===== config.mk =====
export PLATFORM = sky130hd
export DESIGN_NAME = nfpa_ram
export DESIGN_NICKNAME = d
export VERILOG_FILES = /design/src/sv/nfpa_ram.sv
export SDC_FILE = /design/constraint.sdc
export NUM_CORES = 1
export LEC_CHECK = 0
export BUFFER_PORTS_ARGS = -buffer_cell sky130_fd_sc_hd__buf_2
export CAP_MARGIN = 40
export CORE_MARGIN = 10
export CORE_UTILIZATION = 60
export DETAILED_ROUTE_END_ITERATION = 8
export PLACE_DENSITY = 0.78
export SLEW_MARGIN = 30
export SYNTH_ARGS = -nofsm -noshare
export SYNTH_HDL_FRONTEND = slang
export SYNTH_SLANG_ARGS = --single-unit

===== constraint.sdc =====
create_clock -name clk -period 3.15 [get_ports clk]
set_input_delay 0.945 -clock clk [delete_from_list [all_inputs] [get_ports clk]]
set_output_delay 0.945 -clock clk [all_outputs]
set_load 0.05 [all_outputs]

===== src/sv/nfpa_ram.sv =====
// ----------------------------------------------------------------------------
// nfpa_ram
// Generic single-port synchronous RAM, one access per cycle, registered read.
// ----------------------------------------------------------------------------
`default_nettype none

module nfpa_ram #(
  parameter int WIDTH = 8,
  parameter int DEPTH = 16,
  parameter int AW    = (DEPTH > 1) ? $clog2(DEPTH) : 1
) (
  input  wire logic             clk,
  input  wire logic             en,
  input  wire logic             we,
  input  wire logic [AW-1:0]    addr,
  input  wire logic [WIDTH-1:0] wdata,
  output logic      [WIDTH-1:0] rdata
);

  logic [WIDTH-1:0] mem [DEPTH];

  always_ff @(posedge clk) begin
    if (en) begin
      if (we) begin
        mem[addr] <= wdata;
      end else begin
        rdata <= mem[addr];
      end
    end
  end

endmodule

`default_nettype wire


# Yosys cells after proc, flatten, opt, wreduce, memory -nomap -nowiden
# Memories as Yosys holds them, arrays and structs flattened. A register that Yosys moved wholly into a read port is not among the register bits.
# Cells that the tools add are included.
dict set report totals {
  mem_bits_rw 128
  ff_bits 0
  mem_count 1
  word_cells 6
  input_bits 15
}
# memory words word_bits rd rd_clocked_by_memory_dff wr line_no
set memory_table {}
lappend memory_table {mem 16 8 1 1 1 20} ;# logic [WIDTH-1:0] mem [DEPTH];
dict set report op_classes {
  mux 3
  reduce_logical 1
  n_bitwise 1
}
# operator n
set ops {}
lappend ops {{$mux 1} 3}
lappend ops {{$reduce_and 2->1} 1}
lappend ops {{$not 1->1} 1}

# Logic depth before layout (Yosys ltp)
dict set report logic_depth {
  depth_word 3
  mapped_depth 5
  ltp_nobuf 3
}

# Least setup slack after synthesis
# No wires, ideal clock.
dict set report synth_timing {
  path_type {input to register}
  from {in addr[0]}
  to {mem mem[0][0], enable pin}
  setup_slack_ns 0.483
  arrival_time_ns 2.284
  setup_time_ns 0.383
  required_time_ns 2.767
  path_stages 4
  cell_sequence {buf_6 buf_2 or3_1 nor3_1}
}
# item line_no
set synth_rtl {}
lappend synth_rtl {{from (decl)} 15} ;# input wire logic [AW-1:0] addr,
lappend synth_rtl {{to (decl)} 20}
# Straight into the memory's write port.

==> metrics <==
number of CTS-inserted buffers=17; height of the die=113 µm; CTS Sinks=136; clock tree from TritonCTS=built; critical path start-end classification=in2reg; endpoint required time on the critical path=3420 ps; overall via count from detail_route=2,631; total negative setup slack=0 ps; class of the worst hold path=reg2reg; critical path arrival=2560 ps; sum of buffers and inverters on the critical path=2; Via density=6.50; slew margin rel.=43.7%; leakage power=2.13 nW; status=finished clean; async set or reset register ratio after synthesis=0%; insertion delay to the later sink of the worst-skew pair=540 ps; die outline area=12,900 µm²; Max Freq=0.437 GHz; register clock-pin slew on the reported worst setup and hold paths=60 ps; clock tree root buffer cell=sky130_fd_sc_hd__clkbuf_8; portion of the clock cycle consumed by the worst path in the final layout=72.7%; post-synth design cell area=5240 µm²; worst clock skew=4.83 ps; count of synthesis-stage warnings from yosys=0; library cells used by synthesis=18; Pre-Repair DR Iteration Count=5; Fin Hold WS=763 ps; count of boundary I/O pins=23; main flop type after synthesis=sky130_fd_sc_hd__edfxtp_1; H-tree lvl count=4; number of buffers inserted by hold repair at cts=0; post-layout min period=2290 ps; slowest library cell on the worst path=sky130_fd_sc_hd__mux4_1; global-route wire length before repair=16,600 µm; maximum number of pins on one net before global-route repair=37; fraction of layout cells with a size suffix above 1=30.6%; number of enable flip-flop cells after synthesis=136; endpoint type of the worst setup path=register; port buffer count=22; Place WS=359 ps; post-route DRC violation count=0; Ant. Diodes=0; cell chain of the critical path=buf_2 -> buf_12 -> mux4_1 -> a22oi_1 -> nand2_1; Cell Rows=34; Cells after Synth=234; initial antenna violation count=0; overall die width=113 µm; number of DRC violations after detailed-routing iteration 0=269; via count of the first global-routing pass=2,689; Pwr Density=708 nW/µm²; core region area=8590 µm²; startpoint type of the worst setup path=primary input; detailed-route wire length=10,900 µm; half-perimeter wire length after detailed placement=6220 µm; max-cap check violation count=0; transition time at the pin with the least slew margin=845 ps; final layout net count=299; Final setup viols=0; most common library cell in the layout ignoring fill and taps=sky130_fd_sc_hd__edfxtp_1; portion of the post-synthesis area used by sequential elements=78.0%; Max stage delay on crit path=580 ps; worst path setup slack after routing=860 ps; antenna-violating nets left=0; peak supply drop=0.000340 V; unrepaired setup endpoints after global routing=no; commonest non-fill, non-tap cells in the layout=136 x sky130_fd_sc_hd__edfxtp_1, 23 x sky130_fd_sc_hd__buf_2, 20 x sky130_fd_sc_hd__buf_4; largest fanout on the critical path=16; number of buffers inserted by post-CTS setup repair=0; total of cells resized after clock tree synthesis=0; Congestion Overflow GR=0; number of register bits inferred by synthesis=136; number of endpoints with negative hold slack in the final report=0; final count of pins violating max slew=0; all-layer global routing usage=17.9%; kind of cell adding the most delay to the critical path=buffers and inverters; WL/cell=26.9 µm; nets in the synthesized netlist=249; layout overhead on the synthesized area=19.2%; number of buffers on the longest clock path=2; Post-Synthesis Mean Instance Area=22.4 µm²; routability congestion estimate=0.774; effective utilization at floorplan=60.9%
## where the power goes
part | switching [W] | total (W) | leakage, nW | internal [W]
sequential | 0.00000600 | 0.00203 | 1.23 | 0.00202
combinational | 0.000117 | 0.000184 | 0.587 | 0.0000671
clock | 0.000757 | 0.00221 | 0.312 | 0.00145
## cell usage after synthesis (3+ instances only)
library cell / instances / area (µm²)
sky130_fd_sc_hd__mux4_1: 16 / 420
sky130_fd_sc_hd__buf_2: 3 / 15.0
sky130_fd_sc_hd__clkbuf_1: 5 / 18.8
sky130_fd_sc_hd__nor2b_1: 3 / 18.8
sky130_fd_sc_hd__nand2_1: 10 / 37.5
sky130_fd_sc_hd__nor3_1: 4 / 20.0
sky130_fd_sc_hd__mux4_2: 16 / 360
sky130_fd_sc_hd__a22oi_1: 16 / 120
sky130_fd_sc_hd__nor2_1: 13 / 48.8
sky130_fd_sc_hd__edfxtp_1: 136 / 4080
## per-layer routing
layer	global-route usage, %	vias up	wire [µm]
li1	-	1107	-
met1	22.7	1350	4360
met2	27.3	151	5400
met3	5.93	23	892
met4	8.80	0	261
met5	0	-	0
## metrics by stage
stage	util (%)	instances	area, µm²	total power, W
floorplan	-	234	5240	0.00217
global placement	64.9	372	5570	0.00223
detailed placement	64.9	372	5570	0.00224
CTS	72.6	404	6240	0.00445
global route	72.7	405	6240	0.00454
finish	72.7	405	6240	0.00442
## registers in the layout, summed over array words and instances (netlist names)
register	count
mem	128
rdata	8
## worst min-delay path: stages, from the launching register on
cell	delay [ps]
sky130_fd_sc_hd__edfxtp_1	310
sky130_fd_sc_hd__mux4_1	210
sky130_fd_sc_hd__a22oi_1	80
sky130_fd_sc_hd__nand2_1	60
## area by class of cell
type | instances | area [µm²]
flip-flops and latches | 136 | 4080
clock buffers | 18 | 418
multi-input cells | 85 | 1070
fillers | 480 | 2350
well taps | 108 | 135
clock inverters | 14 | 246
repair buffers | 44 | 285
## kinds of logic after synthesis
family / after synthesis / synth area share (%)
and+or+nand+nor: 37 / 3.32
DFF: 136 / 78.0
buffers and inverters: 13 / 1.50
AOI/OAI and AO/OA: 16 / 2.29
muxes: 32 / 14.9
## path summary, 6_finish.rpt
| check | startpoint | end | slack, ps | cells past startpoint |
|---|---|---|---|---|
| setup / recovery | addr[0] | rdata[5] | 860 | 5 |
| hold / removal | mem[0][4] | rdata[4] | 760 | 3 |
| setup reg to reg | mem[10][5] | rdata[5] | 1540 | 3 |
| hold reg to reg | mem[0][4] | rdata[4] | 760 | 3 |
(Power assumes the default switching activity.)
